## src/sv/tcil_pkg.sv

```systemverilog
package tcil_pkg;

  localparam int NCH       = 3;   // horizontal EOG, vertical EOG, EMG
  localparam int CH_W      = 2;
  localparam int XW        = 14;  // scaled input sample
  localparam int VW        = 14;  // packed channel value
  localparam int BYTE_W    = 8;
  localparam int HALF_V    = VW / 2;
  localparam int HIST_W    = 40;  // Q16 output history
  localparam int HALF      = HIST_W / 2;
  localparam int FRAC_BITS = 16;
  localparam int COEF_W    = FRAC_BITS + 3;
  localparam int NTAP      = 3;

  localparam int BP_W   = XW + 1 + COEF_W;
  localparam int BSUM_W = BP_W + 2;
  localparam int FL_W   = HALF + 1 + COEF_W;
  localparam int FLS_W  = FL_W + 2;
  localparam int FH_W   = HIST_W - HALF + COEF_W;
  localparam int FHS_W  = FH_W + 2;
  localparam int ACC_W  = 64;

  localparam int SCALE_MUL = 9000;
  localparam int SCALE_OFS = 2500;
  localparam int VAL_MAX   = (1 << VW) - 1;

  localparam int QDEPTH = 2;

  localparam int ADDR_W       = 3;
  localparam int REG_SEL_BIT  = 2;
  localparam int DATA_W       = 32;
  localparam logic REG_OFFSET = 1'b0;
  localparam logic REG_HEADER = 1'b1;
  localparam logic [VW-1:0]     OFFSET_RST = VW'(4350);
  localparam logic [BYTE_W-1:0] HEADER_RST = BYTE_W'(129);

  typedef logic [CH_W-1:0] tcil_ch_t;
  localparam tcil_ch_t CH_H = 2'd0;
  localparam tcil_ch_t CH_V = 2'd1;
  localparam tcil_ch_t CH_E = 2'd2;

  typedef logic [XW-1:0] tcil_x_t;
  typedef tcil_x_t [NCH-1:0] tcil_xvec_t;
  typedef logic [VW-1:0] tcil_val_t;
  typedef tcil_val_t [NCH-1:0] tcil_vvec_t;
  typedef logic signed [COEF_W-1:0] tcil_coef_t;
  typedef logic signed [HIST_W-1:0] tcil_hist_t;

  // one computed packet handed from the filter engine to the serializer
  typedef struct packed {
    logic       valid;
    tcil_vvec_t vals;
  } tcil_pkt_t;

  localparam longint QS = 64'sd1 <<< FRAC_BITS;

  // round(e4 / 10000 * 2^F), half away from zero, for positive e4
  function automatic tcil_coef_t qpos(input longint e4);
    longint q;
    q = (e4 * QS + 64'sd5000) / 64'sd10000;
    return COEF_W'(q);
  endfunction

  // set 0: 10 Hz (EOG), set 1: 100 Hz (EMG)
  localparam tcil_coef_t COEF_B [2][4] = '{
    '{qpos(16), qpos(47), qpos(47), qpos(16)},
    '{qpos(985), qpos(2956), qpos(2956), qpos(985)}
  };
  // feedback terms, negated denominator a1..a3
  localparam tcil_coef_t COEF_F [2][NTAP] = '{
    '{qpos(24986), -qpos(21153), qpos(6041)},
    '{qpos(5772), -qpos(4218), qpos(563)}
  };

  localparam logic signed [ACC_W-1:0] HIST_MAX_A =
    {{(ACC_W-HIST_W+1){1'b0}}, {(HIST_W-1){1'b1}}};
  localparam logic signed [ACC_W-1:0] HIST_MIN_A =
    {{(ACC_W-HIST_W+1){1'b1}}, {(HIST_W-1){1'b0}}};
  localparam logic [HIST_W:0] FRAC_MASK = (HIST_W+1)'((64'd1 << FRAC_BITS) - 1);

endpackage

```

## src/sv/tcil_front.sv

```systemverilog
module tcil_front #(
  parameter int SAMPLE_BITS = 12
) (
  input  logic                    clk,
  input  logic                    rst_n,
  input  logic                    in_valid,
  output logic                    in_stall,
  input  logic [SAMPLE_BITS-1:0]  in_sample_horizontal,
  input  logic [SAMPLE_BITS-1:0]  in_sample_vertical,
  input  logic [SAMPLE_BITS-1:0]  in_sample_emg,
  output logic                    q_valid,
  output tcil_pkg::tcil_xvec_t    q_data,
  input  logic                    q_pop
);
  import tcil_pkg::*;

  localparam int PW    = SAMPLE_BITS + XW;
  localparam int PTR_W = $clog2(QDEPTH);
  localparam int CNT_W = $clog2(QDEPTH + 1);

  tcil_xvec_t       mem_r [QDEPTH];
  logic [PTR_W-1:0] wr_ptr_r, wr_ptr_nxt;
  logic [PTR_W-1:0] rd_ptr_r, rd_ptr_nxt;
  logic [CNT_W-1:0] cnt_r, cnt_nxt;
  tcil_xvec_t       scaled;
  logic             push;

  // floor(code * 9000 / 2^SAMPLE_BITS) + 2500
  function automatic tcil_x_t scale(input logic [SAMPLE_BITS-1:0] code);
    logic [PW-1:0] prod;
    prod = PW'(code) * PW'(SCALE_MUL);
    return prod[SAMPLE_BITS +: XW] + XW'(SCALE_OFS);
  endfunction

  assign scaled[CH_H] = scale(in_sample_horizontal);
  assign scaled[CH_V] = scale(in_sample_vertical);
  assign scaled[CH_E] = scale(in_sample_emg);

  assign in_stall = (cnt_r == CNT_W'(QDEPTH));
  assign push     = in_valid && !in_stall;
  assign q_valid  = (cnt_r != '0);
  assign q_data   = mem_r[rd_ptr_r];

  always_comb begin
    wr_ptr_nxt = push  ? wr_ptr_r + 1'b1 : wr_ptr_r;
    rd_ptr_nxt = q_pop ? rd_ptr_r + 1'b1 : rd_ptr_r;
    cnt_nxt    = cnt_r;
    if (push && !q_pop) begin
      cnt_nxt = cnt_r + 1'b1;
    end else if (!push && q_pop) begin
      cnt_nxt = cnt_r - 1'b1;
    end
  end

  always_ff @(posedge clk) begin
    if (!rst_n) begin
      wr_ptr_r <= '0;
      rd_ptr_r <= '0;
      cnt_r    <= '0;
    end else begin
      wr_ptr_r <= wr_ptr_nxt;
      rd_ptr_r <= rd_ptr_nxt;
      cnt_r    <= cnt_nxt;
    end
  end

  always_ff @(posedge clk) begin
    if (push) begin
      mem_r[wr_ptr_r] <= scaled;
    end
  end

endmodule

```

## config.mk

```make
export PLATFORM = sky130hd
export DESIGN_NAME = tcil_front
export DESIGN_NICKNAME = d
export VERILOG_FILES = /design/src/sv/tcil_pkg.sv /design/src/sv/tcil_front.sv
export SDC_FILE = /design/constraint.sdc
export NUM_CORES = 1
export LEC_CHECK = 0
export BUFFER_PORTS_ARGS = -buffer_cell sky130_fd_sc_hd__clkbuf_2
export CAP_MARGIN = 20
export CORE_MARGIN = 4
export CORE_UTILIZATION = 40
export CTS_BUF_LIST = sky130_fd_sc_hd__clkbuf_4 sky130_fd_sc_hd__clkbuf_8
export DETAILED_ROUTE_END_ITERATION = 12
export PLACE_DENSITY_LB_ADDON = 0.12
export REMOVE_ABC_BUFFERS = 1
export SLEW_MARGIN = 30
export SYNTH_ARGS = -nofsm -noshare
export SYNTH_HDL_FRONTEND = slang
export SYNTH_SLANG_ARGS = --single-unit
export TNS_END_PERCENT = 30
```

## constraint.sdc

```tcl
create_clock -name clk -period 10.17 [get_ports clk]
set_input_delay 1.017 -clock clk [delete_from_list [all_inputs] [get_ports clk]]
set_output_delay 1.017 -clock clk [all_outputs]
set_load 0.005 [all_outputs]
```

* Word level (Yosys, flattened, before mapping)
Memories as Yosys holds them, arrays and structs flattened. A register that Yosys moved wholly into a read port is not among the register bits. Cells that the tools add are included.
Word-level totals: register bits after elaboration 4, bits in latches 0, RAM bits 84, bits in read-only memories 0, input port bits 40, output and inout port bits 44, memories 1
Cells by class: add/sub/neg operators 7, multipliers 3, divide/modulo/power cells 0, order comparisons 0, equality and inequality tests 1, shift-type cells 0, muxes and demuxes 6, bitwise operators 0, reductions and logical operators 8
Memory list:
- mem_r | words 2, bits a word 42, rd ports 1, clocked after Yosys merged registers in 1, wr ports 1, line tcil_front.sv:21 | tcil_xvec_t mem_r [QDEPTH];
Operators by type and width (number):
- $mul 12x11->23 const B | 3
- $add 14x12->14 const B | 3
- $mux 1 | 4
- $mux 2 | 2
- $reduce_bool 2->1 | 2
- $logic_and 1x1->1 | 3
- $logic_not 1->1 | 3
- $add 1x1->1 const B | 2
- $add 2x1->2 const B | 1
- $eq 2x2->1 const B | 1
- $sub 2x1->2 const B | 1

* Logic depth before layout (Yosys ltp)
word-level depth 7, depth in mapped cells 21

* Least setup slack after synthesis
No wires, ideal clock.
path type input to register, start point input port in_sample_emg[5], end point memory mem_r[0][38] (netlist bit), data pin, data arrival time 5.683 ns, data required time 9.904 ns, path slack 4.221 ns, stages 20, buffers on the path 1, cells stage by stage ha_1 -> ha_1 -> inv_1 -> fa_1 -> fa_1 -> inv_1 -> fa_1 -> ha_1 -> buf_6 -> and2_4 -> a311o_1 -> a211o_1 -> a21boi_0 -> ha_1 -> nand2_1 -> a2111oi_4 -> nor3_2 -> a211oi_1 -> a211oi_1 -> xnor2_1
RTL lines:
- start: declaration | line tcil_front.sv:10 | input logic [SAMPLE_BITS-1:0] in_sample_emg,
- end: declaration | line tcil_front.sv:21

==> results.ini <==
[worst_setup_path]
crit_type = primary input to flip-flop
path_max_fanout = 9
endpoint_kind = flip-flop
cpMostUsedCell = ha_1
cp.required_ns = 10.35
critPathLaunchType = primary input
path_cells = clkbuf_2 > ha_1 > ha_1 > inv_1 > fa_1 > fa_1 > inv_1 > fa_1 > ha_1 > and2_4 > a311o_1 > a211o_1 > a21boi_0 > ha_1 > nand2_1 > a2111oi_4 > o311ai_2 > mux2i_1 > nand2_1 > nor3b_1
crit_slowest_cell = fa_1
path_buf_inv = 3
arrival_ns = 6.30
crit_path_max_incr_delay_ns = 0.55
cp_top_family = adder cells

[timing]
period_needed_ns = 6.12
worst_slew_pin_slew_ns = 0.741
timing.setup.tns_ns = 0
fmax_ghz = 0.163
slew-limit-headroom_pct = 49.3
slew_viol_final = 0
hold_viol = 0
layout_setup_ws_ns = 4.05
rsz0062_at_grt = false
timing.final.crit_share_pct = 60.2
setup_viol_count_final = 0
skew_ns = 0.0111
holdWs_ns = 0.518

[power]
powerDensity_nw_per_um2 = 280
vdd_drop_max_v = 0.000108
leakage_nw = 5.33

[floorplan]
fp.coreArea_um2 = 25400
ios = 84
initial_utilization_pct = 41.0
dieHeight_um = 169
rows = 58
die_w_um = 169
dieArea_um2 = 28700

[finish]
layout-drive-gt1-share_pct = 16.9
fin_nets = 1360
area.growth.synth_to_final_pct = 8.77
layout.cells.non_filler = 1366
diodes = 0
design_area_um2 = 11300

[cts]
ctsHoldBuffers = 0
postCtsSetupBuffers = 0
cts_resized = 0
path_clk_slew_ns = 0.10
cts_tree = yes
cts_max_level = 3
cts_made_buffers = 9
clk_latency_ns = 0.36
cts_root_buffer = clkbuf_8
cts.sinks = 89
clock_path_buffers = 2

[routing]
ant_nets = 0
viasPerCell = 5.18
dr_total_vias = 7078
drcViolationCount = 0
wl_per_cell_um = 15.0
finalWirelength_um = 20500
drt_iter0_drc = 261
dr.pass1.iters = 5

[run]
drv_cap = 0

[placement]
place_ws_ns = 3.66
gp_congestion = 0.789
dpl.hpwl_um = 17100
dp.cells = 1350
port_buffers = 83
dpl_cell_area_um2 = 11100

[yosys]
yosysSeqAreaShare_pct = 25.2
syn_area_um2 = 10400
synthDistinctLibCells = 77
syn_avg_cell_area_um2 = 10.8
yosys_warnings = 0
synthCells = 962
synthFlopType = edfxtp_1
ys_ff_latch = 89
synth-async-reset-ratio_pct = 0
synth_edf_count = 84

[global_route]
grt_max_degree = 43
grt-ovfl-total = 0
antenna_found_initial = 0
grt.total_usage_pct = 14.8
grt_pass1_vias = 7144
grt_pass1_wl_um = 35000

[min_path]
hp-class = flip-flop to flip-flop

[outcome]
status = completed

[synth_stat cells (all sizes together), types with 12 or more instances]
master	n	share of area, %
a211oi	13	1.2
a21oi	43	2.2
clkbuf	16	0.59
edfxtp	84	24
fa	60	12
ha	229	28
inv	120	4.3
mux2	43	4.7
nand2	41	1.5
nor2	37	1.3
nor3	13	0.72
o211ai	12	0.87
o21ai	31	1.6
xnor2	35	2.9
xor2	26	2.2
[routing by layer]
metal  routed length (um)  part of all wire (%)  global-route usage, %  vias up
li1                     -                     -                      -     3601
met1                10100                    49                   20.8     3368
met2                 9720                    47                   24.7       97
met3                  530                   2.6                   2.12       12
met4                  197                  0.96                   2.91        0
met5                    0                     0                      0        -
[worst register-to-register path, stage by stage (launching register included)]
cell and delay (ns):
dfxtp_1 0.40, nand2b_1 0.16, nand2_1 0.13, nor2_4 0.53
buf_4 0.46
[per-stage QoR]
stage	utilization [%]	total power [mW]
2_1_floorplan	-	2.44
3_3_place_gp	43.8	2.95
3_5_place_dp	43.8	2.97
4_1_cts	44.6	3.22
5_1_grt	44.6	3.52
6_report	44.6	3.17
[layout make-up]
| class | instances | area, um2 |
|---|---|---|
| clock buffer | 10 | 131 |
| clock inverter | 6 | 50.0 |
| fill | 2488 | 14100 |
| inverter | 120 | 450 |
| multi-input combinational | 726 | 7220 |
| sequential | 89 | 2620 |
| tap | 330 | 413 |
| timing repair buffer | 85 | 430 |
[final timing paths]
kind	start	to	slack, ns	depth (start not counted)
hold / removal	cnt_r[1]$_SDFFE_PN0P_	cnt_r[1]$_SDFFE_PN0P_	0.52	2
setup / recovery	in_sample_emg[5]	mem_r[0][40]$_DFFE_PP_	4.05	20
setup reg to reg	cnt_r[0]$_SDFFE_PN0P_	mem_r[0][0]$_DFFE_PP_	8.15	4
hold reg to reg	cnt_r[1]$_SDFFE_PN0P_	cnt_r[1]$_SDFFE_PN0P_	0.52	2
[sequential cells by signal (all words and copies together), names as in the netlist, named ones only]
name and cells:
wr_ptr_r 1, mem_r 84, cnt_r 2, rd_ptr_r 1
[kinds of logic after synthesis]
group	count (synthesis)	share of synthesized area [%]
fa+ha+maj	289	39.1
buf+inv	147	5.54
mux	49	5.23
simple gates	161	8.10
xor+xnor	61	5.13
flops	89	25.2
compound gates	166	11.7
[where the power goes]
| part | internal [mW] | leakage, nW | switching (mW) |
|---|---|---|---|
| combinational | 0.922 | 4.41 | 1.26 |
| sequential | 0.733 | 0.826 | 0.0260 |
| clock | 0.0955 | 0.0930 | 0.134 |
| total | 1.75 | 5.33 | 1.42 |
[cells in the final DEF, fill, tap and decap left out, types with 12 or more instances in the layout]
master and instances:
xor2_1 26, o21ai_0 22, a21oi_1 39, o211ai_1 12
ha_1 229, nand2_1 41, nor2_1 36, fa_1 60
mux2_2 43, inv_1 120, clkbuf_2 83, xnor2_1 35
edfxtp_1 84
Note: power is estimated with default switching activity, not from simulation.
