==> config.mk <==
export PLATFORM = sky130hd
export DESIGN_NAME = tcil_emit
export DESIGN_NICKNAME = d
export VERILOG_FILES = /design/src/sv/tcil_pkg.sv /design/src/sv/tcil_emit.sv
export SDC_FILE = /design/constraint.sdc
export NUM_CORES = 1
export LEC_CHECK = 0
export ABC_CLOCK_PERIOD_IN_PS = 2900
export BUFFER_PORTS_ARGS = -buffer_cell sky130_fd_sc_hd__buf_2
export CAP_MARGIN = 5
export CORE_ASPECT_RATIO = 1.5
export CORE_UTILIZATION = 46
export DETAILED_ROUTE_END_ITERATION = 10
export GPL_ROUTABILITY_DRIVEN = 0
export PLACE_DENSITY = 0.75
export SYNTH_ARGS = -nofsm -noshare
export SYNTH_HDL_FRONTEND = slang
export SYNTH_SLANG_ARGS = --single-unit
==> constraint.sdc <==
create_clock -name clk -period 2.9 [get_ports clk]
set_input_delay 0.435 -clock clk [delete_from_list [all_inputs] [get_ports clk]]
set_output_delay 0.435 -clock clk [all_outputs]
set_load 0.01 [all_outputs]
==> src/sv/tcil_pkg.sv <==
package tcil_pkg;

  localparam int NCH       = 3;   // horizontal EOG, vertical EOG, EMG
  localparam int CH_W      = 2;
  localparam int XW        = 14;  // scaled input sample
  localparam int VW        = 14;  // packed channel value
  localparam int BYTE_W    = 8;
  localparam int HALF_V    = VW / 2;
  localparam int HIST_W    = 40;  // Q16 output history
  localparam int HALF      = HIST_W / 2;
  localparam int FRAC_BITS = 16;
  localparam int COEF_W    = FRAC_BITS + 3;
  localparam int NTAP      = 3;

  localparam int BP_W   = XW + 1 + COEF_W;
  localparam int BSUM_W = BP_W + 2;
  localparam int FL_W   = HALF + 1 + COEF_W;
  localparam int FLS_W  = FL_W + 2;
  localparam int FH_W   = HIST_W - HALF + COEF_W;
  localparam int FHS_W  = FH_W + 2;
  localparam int ACC_W  = 64;

  localparam int SCALE_MUL = 9000;
  localparam int SCALE_OFS = 2500;
  localparam int VAL_MAX   = (1 << VW) - 1;

  localparam int QDEPTH = 2;

  localparam int ADDR_W       = 3;
  localparam int REG_SEL_BIT  = 2;
  localparam int DATA_W       = 32;
  localparam logic REG_OFFSET = 1'b0;
  localparam logic REG_HEADER = 1'b1;
  localparam logic [VW-1:0]     OFFSET_RST = VW'(4350);
  localparam logic [BYTE_W-1:0] HEADER_RST = BYTE_W'(129);

  typedef logic [CH_W-1:0] tcil_ch_t;
  localparam tcil_ch_t CH_H = 2'd0;
  localparam tcil_ch_t CH_V = 2'd1;
  localparam tcil_ch_t CH_E = 2'd2;

  typedef logic [XW-1:0] tcil_x_t;
  typedef tcil_x_t [NCH-1:0] tcil_xvec_t;
  typedef logic [VW-1:0] tcil_val_t;
  typedef tcil_val_t [NCH-1:0] tcil_vvec_t;
  typedef logic signed [COEF_W-1:0] tcil_coef_t;
  typedef logic signed [HIST_W-1:0] tcil_hist_t;

  // one computed packet handed from the filter engine to the serializer
  typedef struct packed {
    logic       valid;
    tcil_vvec_t vals;
  } tcil_pkt_t;

  localparam longint QS = 64'sd1 <<< FRAC_BITS;

  // round(e4 / 10000 * 2^F), half away from zero, for positive e4
  function automatic tcil_coef_t qpos(input longint e4);
    longint q;
    q = (e4 * QS + 64'sd5000) / 64'sd10000;
    return COEF_W'(q);
  endfunction

  // set 0: 10 Hz (EOG), set 1: 100 Hz (EMG)
  localparam tcil_coef_t COEF_B [2][4] = '{
    '{qpos(16), qpos(47), qpos(47), qpos(16)},
    '{qpos(985), qpos(2956), qpos(2956), qpos(985)}
  };
  // feedback terms, negated denominator a1..a3
  localparam tcil_coef_t COEF_F [2][NTAP] = '{
    '{qpos(24986), -qpos(21153), qpos(6041)},
    '{qpos(5772), -qpos(4218), qpos(563)}
  };

  localparam logic signed [ACC_W-1:0] HIST_MAX_A =
    {{(ACC_W-HIST_W+1){1'b0}}, {(HIST_W-1){1'b1}}};
  localparam logic signed [ACC_W-1:0] HIST_MIN_A =
    {{(ACC_W-HIST_W+1){1'b1}}, {(HIST_W-1){1'b0}}};
  localparam logic [HIST_W:0] FRAC_MASK = (HIST_W+1)'((64'd1 << FRAC_BITS) - 1);

endpackage

==> src/sv/tcil_emit.sv <==
module tcil_emit #(
  parameter int PACKET_LENGTH = 13
) (
  input  logic                        clk,
  input  logic                        rst_n,
  input  tcil_pkg::tcil_pkt_t         pkt,
  output logic                        pkt_take,
  input  logic [tcil_pkg::BYTE_W-1:0] header,
  output logic                        out_valid,
  input  logic                        out_stall,
  output logic [tcil_pkg::BYTE_W-1:0] out_packet_byte,
  output logic                        out_last_byte
);
  import tcil_pkg::*;

  localparam int IDX_W = $clog2(PACKET_LENGTH);

  logic                busy_r, busy_nxt;
  logic [IDX_W-1:0]    idx_r, idx_nxt;
  tcil_vvec_t          vals_r;
  logic [BYTE_W-1:0]   hdr_r;
  logic                fire;
  logic                last;
  logic                load;
  logic [IDX_W-1:0]    k;
  tcil_ch_t            ch;
  tcil_val_t           v;

  assign last     = (idx_r == IDX_W'(PACKET_LENGTH - 1));
  assign fire     = busy_r && !out_stall;
  assign load     = pkt.valid && (!busy_r || (fire && last));
  assign pkt_take = load;

  always_comb begin
    busy_nxt = busy_r;
    idx_nxt  = idx_r;
    if (load) begin
      busy_nxt = 1'b1;
      idx_nxt  = '0;
    end else if (fire) begin
      if (last) begin
        busy_nxt = 1'b0;
      end else begin
        idx_nxt = idx_r + 1'b1;
      end
    end
  end

  always_ff @(posedge clk) begin
    if (!rst_n) begin
      busy_r <= 1'b0;
      idx_r  <= '0;
    end else begin
      busy_r <= busy_nxt;
      idx_r  <= idx_nxt;
    end
  end

  always_ff @(posedge clk) begin
    if (load) begin
      vals_r <= pkt.vals;
      hdr_r  <= header;
    end
  end

  // byte 0 header, then high/low 7 bits per channel, then zero fill
  always_comb begin
    k  = idx_r - 1'b1;
    ch = CH_W'(k >> 1);
    v  = vals_r[ch];
    out_packet_byte = '0;
    if (idx_r == '0) begin
      out_packet_byte = hdr_r;
    end else if (idx_r <= IDX_W'(2 * NCH)) begin
      if (idx_r[0]) begin
        out_packet_byte = BYTE_W'(v[VW-1:HALF_V]);
      end else begin
        out_packet_byte = BYTE_W'(v[HALF_V-1:0]);
      end
    end
  end

  assign out_valid     = busy_r;
  assign out_last_byte = last;

endmodule

======== Word-level counts from Yosys, hierarchy flattened ========
Cells that the tools add are included.
operators by class
  $add $sub $neg .......................... 2
  multipliers ............................. 0
  divide/modulo/power cells ............... 0
  order comparisons ....................... 2
  equal/unequal tests ..................... 1
  shift operators ......................... 0
  mux-type cells .......................... 8
  bitwise gates (word level) .............. 2
  reductions and logical operators ........ 12
operators with widths
  operator                                              number
  binary-select mux 14 bit (select 2 bit)               1
  2-to-1 mux 14 bit                                     1
  2-to-1 mux 7 bit                                      2
  2-to-1 mux 8 bit                                      1
  adder 4 x 1 -> 4 bit (second input constant)          1
  equality test 4 bit (second input constant)           1
  <= comparator 4 x 3 -> 1 bit (second input constant)  1
  zero test 4 bit                                       1
  AND reduction 2 bit                                   2
  nonzero test 2 bit                                    2
  logical AND 1 bit                                     3
  < comparator 2 x 3 -> 1 bit (second input constant)   1
  2-to-1 mux 1 bit                                      3
  subtractor 3 x 1 -> 3 bit (second input constant)     1
  zero test 1 bit                                       2
  NOT 1 bit                                             2
  OR reduction 2 bit                                    1
  logical OR 1 bit                                      1
storage, ports and cells
  flip-flop bits (word level) ............. 55
  bits in latches ......................... 0
  RAM bits ................................ 0
  memory bits (read-only) ................. 0
  word-level logic and storage cells ...... 33
  memories kept ........................... 0

======== Longest topological paths before layout ========
Gate-level depths: netlist of the first run.
  depth in word-level cells ............... 7
  gate-level depth with buffers ........... 8
  gate-level depth less buffers ........... 6

======== Worst setup path before layout of the first run ========
No wires, ideal clock.
  path type ............................... reg2out
  start ................................... register idx_r[0]
  end ..................................... output port pkt_take
  data arrival time ....................... 2458 ps
  data required time ...................... 2465 ps
  path slack .............................. 7 ps
  cell stages (with the launch flop) ...... 7
  path through ............................ dfxtp_1 -> buf_2 -> inv_1 -> ha_1 -> nand3_1 -> o21ai_0 -> and2_1
on the way
  word-level cells in the longest chain between the ends .. 4
ends and longest elaborated chain
  item                      RTL line         RTL
  start: declaration        tcil_emit.sv:19  logic [IDX_W-1:0] idx_r, idx_nxt;
  start signal: assignment  tcil_emit.sv:55  idx_r <= idx_nxt;
  equality test 4 bit       tcil_emit.sv:29  assign last = (idx_r == IDX_W'(PACKET_LENGTH - 1));
  logical AND 1 bit         tcil_emit.sv:31  assign load = pkt.valid && (!busy_r || (fire && last));
  logical OR 1 bit          tcil_emit.sv:31
  logical AND 1 bit         tcil_emit.sv:31
  end: declaration          tcil_emit.sv:7   output logic pkt_take,
No other way between the ends.

======== Final worst setup path of the first run ========
  start ................................... register idx_r[1]
  end ..................................... output port out_packet_byte[2] (netlist bit)
on the way
  word-level cells in the longest chain between the ends .. 6
  elaborated cells on any way between the ends .. 8
  classes of those cells .................. add/sub: 1; order compare: 1; mux: 5; reduce/logical: 1
ends and longest elaborated chain
  item                                     RTL line         RTL
  subtractor 3 x 1 -> 3 bit                tcil_emit.sv:68  k = idx_r - 1'b1;
  binary-select mux 14 bit (select 2 bit)  tcil_emit.sv:70  v = vals_r[ch];
  2-to-1 mux 14 bit (implied by the code)  tcil_emit.sv:70
  2-to-1 mux 7 bit                         tcil_emit.sv:75  if (idx_r[0]) begin
  2-to-1 mux 7 bit                         tcil_emit.sv:74  end else if (idx_r <= IDX_W'(2 * NCH)) begin
  2-to-1 mux 8 bit (*)                     tcil_emit.sv:72  if (idx_r == '0) begin
  end: declaration                         tcil_emit.sv:11  output logic [tcil_pkg::BYTE_W-1:0] out_packet_byte,
Mark *: on every way between the ends. The rest lies on a longest branch, timed or not. The select of a mux whose other input is x is not followed.

==> metrics.md, run 1 <==
| Metric | Value |
|---|---|
| Number of detailed-route iterations in the first pass | 4 |
| Largest driver fanout on the critical path | 6 |
| Clock Skew | 5.490 ps |
| Count of port buffers added during placement | 64 |
| Global-route total usage across every layer | 0.1640 |
| Number of vias after detailed routing | 1332 |
| Final Max Slew Viols | 0 |
| Number of top-level pins | 65 |
| WL/cell | 14.66 um |
| Design Area, Final | 2741 um^2 |
| Final worst-path cycle share | 0.9295 |
| Drc violations | 0 |
| PostCTS Resize Cnt | 0 |
| Die height | 86.84 um |
| Launching element type of the critical path | flip-flop |
| Vias/cell | 5.026 |
| Most common library cell in the layout ignoring fill and taps | buf_2 |
| Share of async-settable or async-resettable flops after synthesis | 0 |
| Maxcap violations | 0 |
| Post-Synth Simple-Gate Area | 0.05215 |
| Register clock-pin slew on the reported worst setup and hold paths | 90 ps |
| Worst Max-Slew Pin Slew | 561.5 ps |
| Setup repair after global routing missed its margin | no |
| Largest net degree at the start of global routing | 35 |
| Number of global-route vias before repair | 1330 |
| Post-DP HPWL | 2.938 mm |
| Result of the run | finished clean |
| Power density of the placed cells | 560.0 nW/um^2 |
| Endpoints failing setup | 0 |
| Sequential cell area | 1602 um^2 |
| Buffer cell driving the clock tree root | clkbuf_8 |
| Highest-count cells in the layout ignoring fill and taps | 64 x buf_2, 50 x edfxtp_1, 13 x mux2i_1, 7 x mux2_2, 6 x o22ai_1 |
| Fraction of the yosys area taken by sequential cells | 0.7256 |
| Post-DP Area | 2635 um^2 |
| Summed negative setup slack over all endpoints | 0 ps |
| Origin of the critical flop-to-flop path | idx_r[0]$_SDFFE_PP0P_ |
| Hold Fails Final Rpt | 0 |
| HP Class | in2reg |
| Synthesis warning total | 0 |
| Synth Cell Area | 2207 um^2 |
| Adder-Cell Fraction of Synth Area | 0.02268 |
| Number of placement rows | 30 |
| Mux cell area share after synthesis | 0.1049 |
| Total area of multi-input combinational cells | 575.6 um^2 |
| Maximum clock insertion buffer count | 2 |
| Die span in x | 58.56 um |
| Total of hold buffers inserted after clock tree synthesis | 0 |
| Share of the synthesized netlist area taken by xor and xnor gates | 0.01531 |
| Layout net count | 259 |
| Post-synth EDFFs | 50 |
| CTS tree | done |
| Endpoint with the worst hold slack | vals_r[23]$_DFFE_PP_ |
| Combinational family with the most area after synthesis | multiplexers |
| Fill cell count | 384 |
| Compound-cell area share of the yosys netlist | 0.06519 |
| Register bit total from synthesis | 55 |
| Clock Sinks | 55 |
| ANT nets after route | 0 |
| Post-synth net total | 186 |
| Share of post-route cells with drive strength above 1 | 0.4378 |
| Area share of the largest cell type after synthesis | 0.6803 |
| Number of H-tree levels | 2 |
| Most common flop cell mapped by yosys | edfxtp_1 |
| Antenna violations before repair | 0 |
| Insertion delay to the later sink of the worst-skew pair | 300 ps |
| Fmax | 371.0 MHz |
| Diodes inserted | 0 |
| Worst Path Required | 2470 ps |
| Initial drt markers | 22 |
| Worst setup EP type | primary output |
| Aggregate routed wire length | 3.885 mm |
| Static leakage power | 0.001130 uW |
| Worst setup path class | reg2out |
| Synth unique cells | 31 |
| Wire length of the first global-routing pass | 6.058 mm |
| Post-synthesis instance total | 128 |
| Worst relative slew slack | 0.6243 |
| IR Drop Worst-Case VDD | 0.3763 mV |
| Worst Hold Path Cells | 1 |
| Terminus of the critical flop-to-flop path | vals_r[17]$_DFFE_PP_ |
| Core region area | 4579 um^2 |
| Area added between synthesis and finish | 24.21% |
| Number of buffers added by the clock tree synthesis step | 5 |
| Most area-consuming cells after synthesis | edfxtp_1 68%, mux2i_1 5.9%, dfxtp_1 4.5% |
| Number of buffers added for setup after CTS | 0 |
| Floorplan die area | 5085 um^2 |
| Startpoint of the most critical hold path | pkt[23] |
| Hold_ws | 304.8 ps |
| Arrival time at the worst endpoint | 2260 ps |
| Syn_area_per_cell | 17.24 um^2 |
| Starting utilization of the core area | 0.4820 |
| Reg2reg setup slack | 710 ps |
| Clock period minus worst slack | 2695 ps |
| Grt ovf | 0 |
| Cell taking the most area after synthesis | edfxtp_1 |
| Path depth of the worst reg2reg path | 6 |
## worst max-delay path: stages, from the launching register on
cell and delay (ps):
dfxtp_1 430, inv_1 110, ha_1 390, mux4_2 520
nor2b_1 140, a31oi_1 130, o21ai_0 90, buf_2 140
## sequential cells by signal, indices dropped and copies added (netlist names)
register   cells
hdr_r          8
idx_r          4
out_valid      1
vals_r        42
## synthesized netlist by cell type, drive strengths merged, types with 2 or more instances
master	count
mux2	7
o21ai	3
mux2i	13
xor2	2
buf	2
nor2b	2
edfxtp	50
a221o	6
nand4	2
and2	2
dfxtp	5
nand3	2
ha	4
nand3b	3
inv	4
o22ai	6
nor2	4
## cells by family after synthesis
family / Yosys count
xor+xnor: 3
fa+ha+maj: 4
flops: 55
mux: 21
simple gates: 20
compound gates: 19
buf+inv: 6
## where the power goes
group / switching (uW) / internal, uW / total (uW) / leakage, uW
registers: 11.1 / 913 / 924 / 0.000517
logic: 66.2 / 69.2 / 135 / 0.000563
clock network: 224 / 252 / 476 / 0.0000502
## how the worst max path moves through the flow
| stage | to | start | cells after the start | slack (ps) |
|---|---|---|---|---|
| 2_1_floorplan | pkt_take | idx_r[0]$_SDFFE_PP0P_ | 6 | 7 |
| 3_3_place_gp | out_packet_byte[1] | idx_r[1]$_SDFFE_PP0P_ | 7 | 620 |
| 3_5_place_dp | out_packet_byte[1] | idx_r[1]$_SDFFE_PP0P_ | 7 | 540 |
| 4_1_cts | out_packet_byte[1] | idx_r[1]$_SDFFE_PP0P_ | 7 | 190 |
| 5_1_grt | out_packet_byte[1] | idx_r[1]$_SDFFE_PP0P_ | 7 | 30 |
| 6_report | out_packet_byte[2] | idx_r[1]$_SDFFE_PP0P_ | 7 | 200 |
## cell type report
class | instances | share of cell area
inverter | 4 | 0.005477
multi-input combinational | 67 | 0.2099
sequential | 55 | 0.5842
tap | 64 | 0.02921
clock inverter | 2 | 0.01369
timing repair buffer | 68 | 0.1324
clock buffer | 5 | 0.02510
## metal layers
metal / track usage / wire (um)
met3: 0.03134 / 145
met2: 0.2915 / 2186
met4: 0.06494 / 59
met1: 0.1921 / 1494
met5: 0 / 0
## through the flow
stage	util	worst slack [ps]	cells	total power [uW]
after floorplan	-	6.909	128	1013
after global placement	0.5754	622.5	258	1072
after detailed placement	0.5754	541.5	258	1079
after CTS	0.5986	187.5	265	1550
after global routing	0.5986	29.25	265	1598
final	0.5986	204.5	265	1535
Power figures use the tool's default switching activity.
==> inputs of run 2 (changes only) <==
Settings changed: PLACE_DENSITY 0.75 to not set, PLACE_DENSITY_LB_ADDON set to 0.2.
==> metrics.md, run 2 (synthesis results as in run 1) <==
| Metric | Value |
|---|---|
| Number of placement rows | 30 (unchanged) |
| Insertion delay to the later sink of the worst-skew pair | 310 ps (about the same) |
| Clock period minus worst slack | 2681 ps (-14.65 ps) |
| Worst Path Required | 2470 ps (about the same) |
| Critical path startpoint | idx_r[1]$_SDFFE_PP0P_ |
| Terminus of the critical flop-to-flop path | vals_r[31]$_DFFE_PP_ |
| ANT nets after route | 0 (unchanged) |
| Maxcap violations | 0 (unchanged) |
| Number of global-route vias before repair | 1385 (+4.1%) |
| Number of top-level pins | 65 (unchanged) |
| Largest driver fanout on the critical path | 6 (unchanged) |
| Number of buffers added for setup after CTS | 0 (unchanged) |
| Power density of the placed cells | 541.7 nW/um^2 (-3.3%) |
| Number of H-tree levels | 2 (unchanged) |
| Number of buffers added by the clock tree synthesis step | 5 (unchanged) |
| Share of post-route cells with drive strength above 1 | 0.4581 (+0.02032) |
| Origin of the critical flop-to-flop path | idx_r[0]$_SDFFE_PP0P_ |
| Initial drt markers | 35 (+59%) |
| Launching element type of the critical path | flip-flop |
| Arrival time at the worst endpoint | 2250 ps (about the same) |
| Number of placed instances, taps included | 259 (+0.39%) |
| Final worst-path cycle share | 0.9244 (-0.005051) |
| Startpoint of the most critical hold path | pkt[16] |
| Layout net count | 260 (+0.39%) |
| Final Non-Filler Cells | 267 (+0.75%) |
| Sequential cell area | 1603 um^2 (about the same) |
| Largest registers | vals_r (42), hdr_r (8), idx_r (4) |
| Number of vias after detailed routing | 1293 (-2.9%) |
| Top reg by flops | vals_r |
| Worst setup path class | reg2out |
| HP Class | in2reg |
| Area added between synthesis and finish | 23.81% |
| Result of the run | finished clean |
| Core region area | 4579 um^2 (unchanged) |
| Highest-count cells in the layout ignoring fill and taps | 64 x buf_2, 50 x edfxtp_1, 13 x mux2i_1, 7 x mux2_2, 6 x o22ai_1 |
| Clock Sinks | 55 (unchanged) |
| Post-DP HPWL | 3.067 mm (+4.4%) |
| Number of flip-flops under the largest register name | 42 (unchanged) |
| Drc violations | 0 (unchanged) |
| Total area of multi-input combinational cells | 583.1 um^2 (+1.3%) |
| Reg2reg setup slack | 810 ps (+100 ps) |
| Number of detailed-route iterations in the first pass | 4 (unchanged) |
| Fmax | 373.0 MHz (+0.55%) |
| Count of port buffers added during placement | 64 (unchanged) |
| WL/cell | 14.93 um (+1.8%) |
| Clock Skew | 11.56 ps (+6.071 ps) |
| Floorplan die area | 5085 um^2 (unchanged) |
| Worst Slack Setup Final | 219.2 ps (+14.65 ps) |
| Die span in x | 58.56 um (unchanged) |
| Maximum clock insertion buffer count | 2 (unchanged) |
| Global-route total usage across every layer | 0.1723 (+0.008261) |
| Antenna violations before repair | 0 (unchanged) |
| Setup repair after global routing missed its margin | no |
| Aggregate routed wire length | 3.986 mm (+2.6%) |
| Worst Max-Slew Pin Slew | 655.6 ps (+94.10 ps) |
| Most common library cell in the layout ignoring fill and taps | buf_2 |
| Path depth of the worst reg2reg path | 6 (unchanged) |
| Worst setup EP type | primary output |
| Die height | 86.84 um (unchanged) |
| Starting utilization of the core area | 0.4820 (unchanged) |
| Summed negative setup slack over all endpoints | 0 ps (unchanged) |
| Static leakage power | 0.001124 uW (-0.53%) |
| IR Drop Worst-Case VDD | 0.4105 mV (+9.1%) |
| Fill cell count | 390 (+1.6%) |
| Buffer cell driving the clock tree root | clkbuf_8 |
| CTS tree | done |
| Hold Fails Final Rpt | 0 (unchanged) |
| Worst relative slew slack | 0.5613 (-0.06297) |
| Register clock-pin slew on the reported worst setup and hold paths | 100 ps (about the same) |
| End point of the critical path | out_packet_byte[2] |
| Grt ovf | 0 (unchanged) |
| Wire length of the first global-routing pass | 6.348 mm (+4.8%) |
| Total of hold buffers inserted after clock tree synthesis | 0 (unchanged) |
| Vias/cell | 4.843 (-3.7%) |
| Final Max Slew Viols | 0 (unchanged) |
| Largest net degree at the start of global routing | 34 (-2.9%) |
| Diodes inserted | 0 (unchanged) |
| Post-placement worst setup slack | 306.0 ps (-235.5 ps) |
| Endpoints failing setup | 0 (unchanged) |
## run 2: cell types whose count changed in the layout (fill, tap and decap cells not counted), sizes merged
cell / change
buf: +1
clkinv: +2
bufinv: -1
## run 2: through the flow
step | cell area, um^2 | hold slack (ps) | power [uW] | util
after global routing | 2733 | 277.0 | 1538 | 0.5967
after detailed placement | 2630 | 542.3 | 1079 | 0.5743
after CTS | 2729 | 287.6 | 1492 | 0.5959
after global placement | 2630 | 520.6 | 1073 | 0.5743
after floorplan | 2207 | 489.7 | 1013 | -
final | 2733 | 291.5 | 1480 | 0.5967
## run 2: worst min-delay path by stage
stage | endpoint | depth (start not counted)
floorplan | idx_r[3]$_SDFFE_PP0P_ | 2
CTS | vals_r[30]$_DFFE_PP_ | 1
finish | vals_r[16]$_DFFE_PP_ | 1
global route | vals_r[16]$_DFFE_PP_ | 1
global placement | idx_r[3]$_SDFFE_PP0P_ | 2
detailed placement | idx_r[3]$_SDFFE_PP0P_ | 2
## run 2: worst max-delay path: stages (launching register included)
cell	delay (ps)
dfxtp_2	390
inv_1	90
ha_2	400
mux4_2	520
nor2b_1	140
a31oi_1	150
o21ai_0	100
buf_2	150
## run 2: layout make-up
cell class	instances	area share
multi-input combinational	67	0.2134
clock inverter	3	0.009158
tap	64	0.02930
timing repair buffer	69	0.1310
clock buffer	5	0.02518
inverter	4	0.005495
sequential	55	0.5865
## run 2: metal layers
| metal | global-route usage | vias to the layer above | wire (um) |
|---|---|---|---|
| li1 | - | 649 | - |
| met1 | 0.1951 | 599 | 1601 |
| met2 | 0.3072 | 38 | 2140 |
| met3 | 0.03731 | 7 | 157 |
| met4 | 0.07359 | 0 | 86 |
| met5 | 0 | - | 0 |
## run 2: what timing repair did
item / CTS / global route
cloned: 0 / 0
resized for setup: 1 / 2
setup endpoints to repair: 6 / 2
## run 2: where the power goes
group	leakage (uW)	switching [uW]	internal, uW
registers	0.000517	11.1	913
logic	0.000562	67.0	69.0
clock network	0.0000443	247	173
==> inputs of run 3 (changes only) <==
Settings changed: RECOVER_POWER set to 100.
==> metrics.md, run 3 (synthesis results as in run 1) <==
| Metric | Value |
|---|---|
| HP Class | in2reg |
| Register clock-pin slew on the reported worst setup and hold paths | 100 ps (about the same) |
| Cell Int Power | 1152 uW (-0.23%) |
| Result of the run | finished clean |
| Post-DP HPWL | 3.067 mm (unchanged) |
| Terminus of the critical flop-to-flop path | vals_r[33]$_DFFE_PP_ |
| Floorplan die area | 5085 um^2 (unchanged) |
| Worst setup path class | reg2out |
| Largest driver fanout on the critical path | 6 (unchanged) |
| Crit path buf inv count | 2 (unchanged) |
| WL/cell | 14.93 um (about the same) |
| Number of vias after detailed routing | 1308 (+1.2%) |
| Area added between synthesis and finish | 23.07% |
| Number of detailed-route iterations in the first pass | 4 (unchanged) |
| Origin of the critical flop-to-flop path | idx_r[0]$_SDFFE_PP0P_ |
| Worst Slack Setup Final | 190.9 ps (-28.26 ps) |
| Clock period minus worst slack | 2709 ps (+28.26 ps) |
| Hold Fails Final Rpt | 0 (unchanged) |
| Worst setup EP type | primary output |
| Summed negative setup slack over all endpoints | 0 ps (unchanged) |
| Die height | 86.84 um (unchanged) |
| Die span in x | 58.56 um (unchanged) |
| Final Non-Filler Cells | 267 (unchanged) |
| Layout net count | 260 (unchanged) |
| Net load switching power | 324.7 uW (-0.22%) |
| Final Max Slew Viols | 0 (unchanged) |
| Number of flip-flops under the largest register name | 42 (unchanged) |
| Highest-count cells in the layout ignoring fill and taps | 58 x buf_2, 50 x edfxtp_1, 13 x mux2i_1, 7 x mux2_2 |
| Most common library cell in the layout ignoring fill and taps | buf_2 |
| Wire length of the first global-routing pass | 6.348 mm (unchanged) |
| Count of cell instances traversed by the critical path | 7 (unchanged) |
| Initial drt markers | 29 (-17%) |
| IR Drop Worst-Case VDD | 0.4098 mV (-0.16%) |
| Total of hold buffers inserted after clock tree synthesis | 0 (unchanged) |
| Design Area, Final | 2716 um^2 (-0.60%) |
| Clock Sinks | 55 (unchanged) |
| Worst Path Required | 2470 ps (about the same) |
| Share of post-route cells with drive strength above 1 | 0.4138 (-0.04433) |
| Static leakage power | 0.001104 uW (-1.8%) |
| CTS tree | done |
| Path depth of the worst reg2reg path | 6 (unchanged) |
| Fmax | 369.1 MHz (-1.0%) |
| Total area of multi-input combinational cells | 579.3 um^2 (-0.64%) |
| Largest delay share family, worst path | multiplexers |
| Reg2reg setup slack | 440 ps (-370 ps) |
| Clock Skew | 10.45 ps (-1.106 ps) |
| Number of top-level pins | 65 (unchanged) |
| Grt ovf | 0 (unchanged) |
| Power density of the placed cells | 543.6 nW/um^2 (+0.37%) |
| Number of placement rows | 30 (unchanged) |
| Number of global-route vias before repair | 1385 (unchanged) |
| Largest registers | vals_r (42), hdr_r (8), idx_r (4) |
| Largest net degree at the start of global routing | 34 (unchanged) |
| Diodes inserted | 0 (unchanged) |
| Vias/cell | 4.899 (+1.2%) |
| Post-DP Area | 2630 um^2 (unchanged) |
| Cell Chain, Critical Path | inv_1 -> ha_1 -> mux4_2 -> nor2b_1 -> a31oi_1 -> o21ai_0 -> clkbuf_2 |
| Number of H-tree levels | 2 (unchanged) |
| ANT nets after route | 0 (unchanged) |
| Drc violations | 0 (unchanged) |
| Maximum clock insertion buffer count | 2 (unchanged) |
| Final worst-path cycle share | 0.9342 (+0.009743) |
| End point of the critical path | out_packet_byte[2] |
| Arrival time at the worst endpoint | 2270 ps (+20 ps) |
| Fill cell count | 399 (+2.3%) |
| Post-placement worst setup slack | 306.0 ps (unchanged) |
| Setup repair after global routing missed its margin | no |
| Slowest library cell on the worst path | mux4_2 |
| Number of buffers added for setup after CTS | 0 (unchanged) |
| Switching share of power | 0.2199 (about the same) |
| Sequential cell area | 1603 um^2 (unchanged) |
| Maxcap violations | 0 (unchanged) |
| Hold_ws | 293.1 ps (+1.599 ps) |
| Launching element type of the critical path | flip-flop |
| Max incr delay on CP | 540 ps (+20 ps) |
| Global-route total usage across every layer | 0.1723 (unchanged) |
| Number of placed instances, taps included | 259 (unchanged) |
| Aggregate routed wire length | 3.985 mm (about the same) |
| Worst relative slew slack | 0.4115 (-0.1498) |
| Endpoints failing setup | 0 (unchanged) |
| Number of buffers added by the clock tree synthesis step | 5 (unchanged) |
| Sequential Power Share | 0.626 (+0.002) |
| Buffer cell driving the clock tree root | clkbuf_8 |
| Count of port buffers added during placement | 64 (unchanged) |
| Antenna violations before repair | 0 (unchanged) |
| Clock power frac | 0.284 (about the same) |
| Core region area | 4579 um^2 (unchanged) |
| Worst Max-Slew Pin Slew | 882.7 ps (+227.1 ps) |
| Top reg by flops | vals_r |
| Starting utilization of the core area | 0.4820 (unchanged) |
| Insertion delay to the later sink of the worst-skew pair | 310 ps (about the same) |
| Portion of total power attributed to combinational logic | 0.090 (-0.002) |
| Critical path startpoint | idx_r[1]$_SDFFE_PP0P_ |
[run 3: area by class of cell]
type                       instances  share of cell area
clock inverter                     3            0.009212
inverter                           4            0.005527
sequential                        55              0.5901
multi-input combinational         67              0.2133
clock buffer                       5             0.02533
tap                               64             0.02948
timing repair buffer              69              0.1271
[run 3: worst min path at each step]
stage / start / to / slack (ps) / depth (start not counted)
after detailed placement: idx_r[3]$_SDFFE_PP0P_ / idx_r[3]$_SDFFE_PP0P_ / 540 / 2
after floorplan: idx_r[3]$_SDFFE_PP0P_ / idx_r[3]$_SDFFE_PP0P_ / 490 / 2
after global placement: idx_r[3]$_SDFFE_PP0P_ / idx_r[3]$_SDFFE_PP0P_ / 520 / 2
after CTS: pkt[30] / vals_r[30]$_DFFE_PP_ / 290 / 1
final: pkt[16] / vals_r[16]$_DFFE_PP_ / 290 / 1
after global routing: pkt[16] / vals_r[16]$_DFFE_PP_ / 280 / 1
[run 3: through the flow]
step	utilization	total power (uW)
6_report	0.5932	1477
5_1_grt	0.5932	1535
4_1_cts	0.5959	1492
3_5_place_dp	0.5743	1079
3_3_place_gp	0.5743	1073
2_1_floorplan	-	1013
[run 3: power by group through the flow]
stage                     combinational (uW)  sequential [uW]  clock [uW]
after floorplan                         71.9              941           0
after global placement                   132              941           0
after detailed placement                 137              943           0
after CTS                                138              924         430
after global routing                     146              929         461
final                                    132              925         420
[run 3: worst register-to-register path, delay by kind of cell, from the launching register on]
family | cells | cell delay [ps]
buffers and inverters | 2 | 860
DFF | 1 | 320
and+or+nand+nor | 2 | 420
adders and majority gates | 1 | 210
AOI/OAI and AO/OA | 1 | 280
[run 3: repair_timing]
action / 4_1_cts / 5_1_grt
cloned: 0 / 0
gates resized for setup: 1 / 2
setup endpoints to repair: 6 / 2
[run 3: layer usage]
metal	GRT usage	up-vias	wire [um]
met1	0.1951	610	1570
met4	0.07359	0	87
met5	0	-	0
met3	0.03731	7	175
li1	-	651	-
met2	0.3072	40	2151
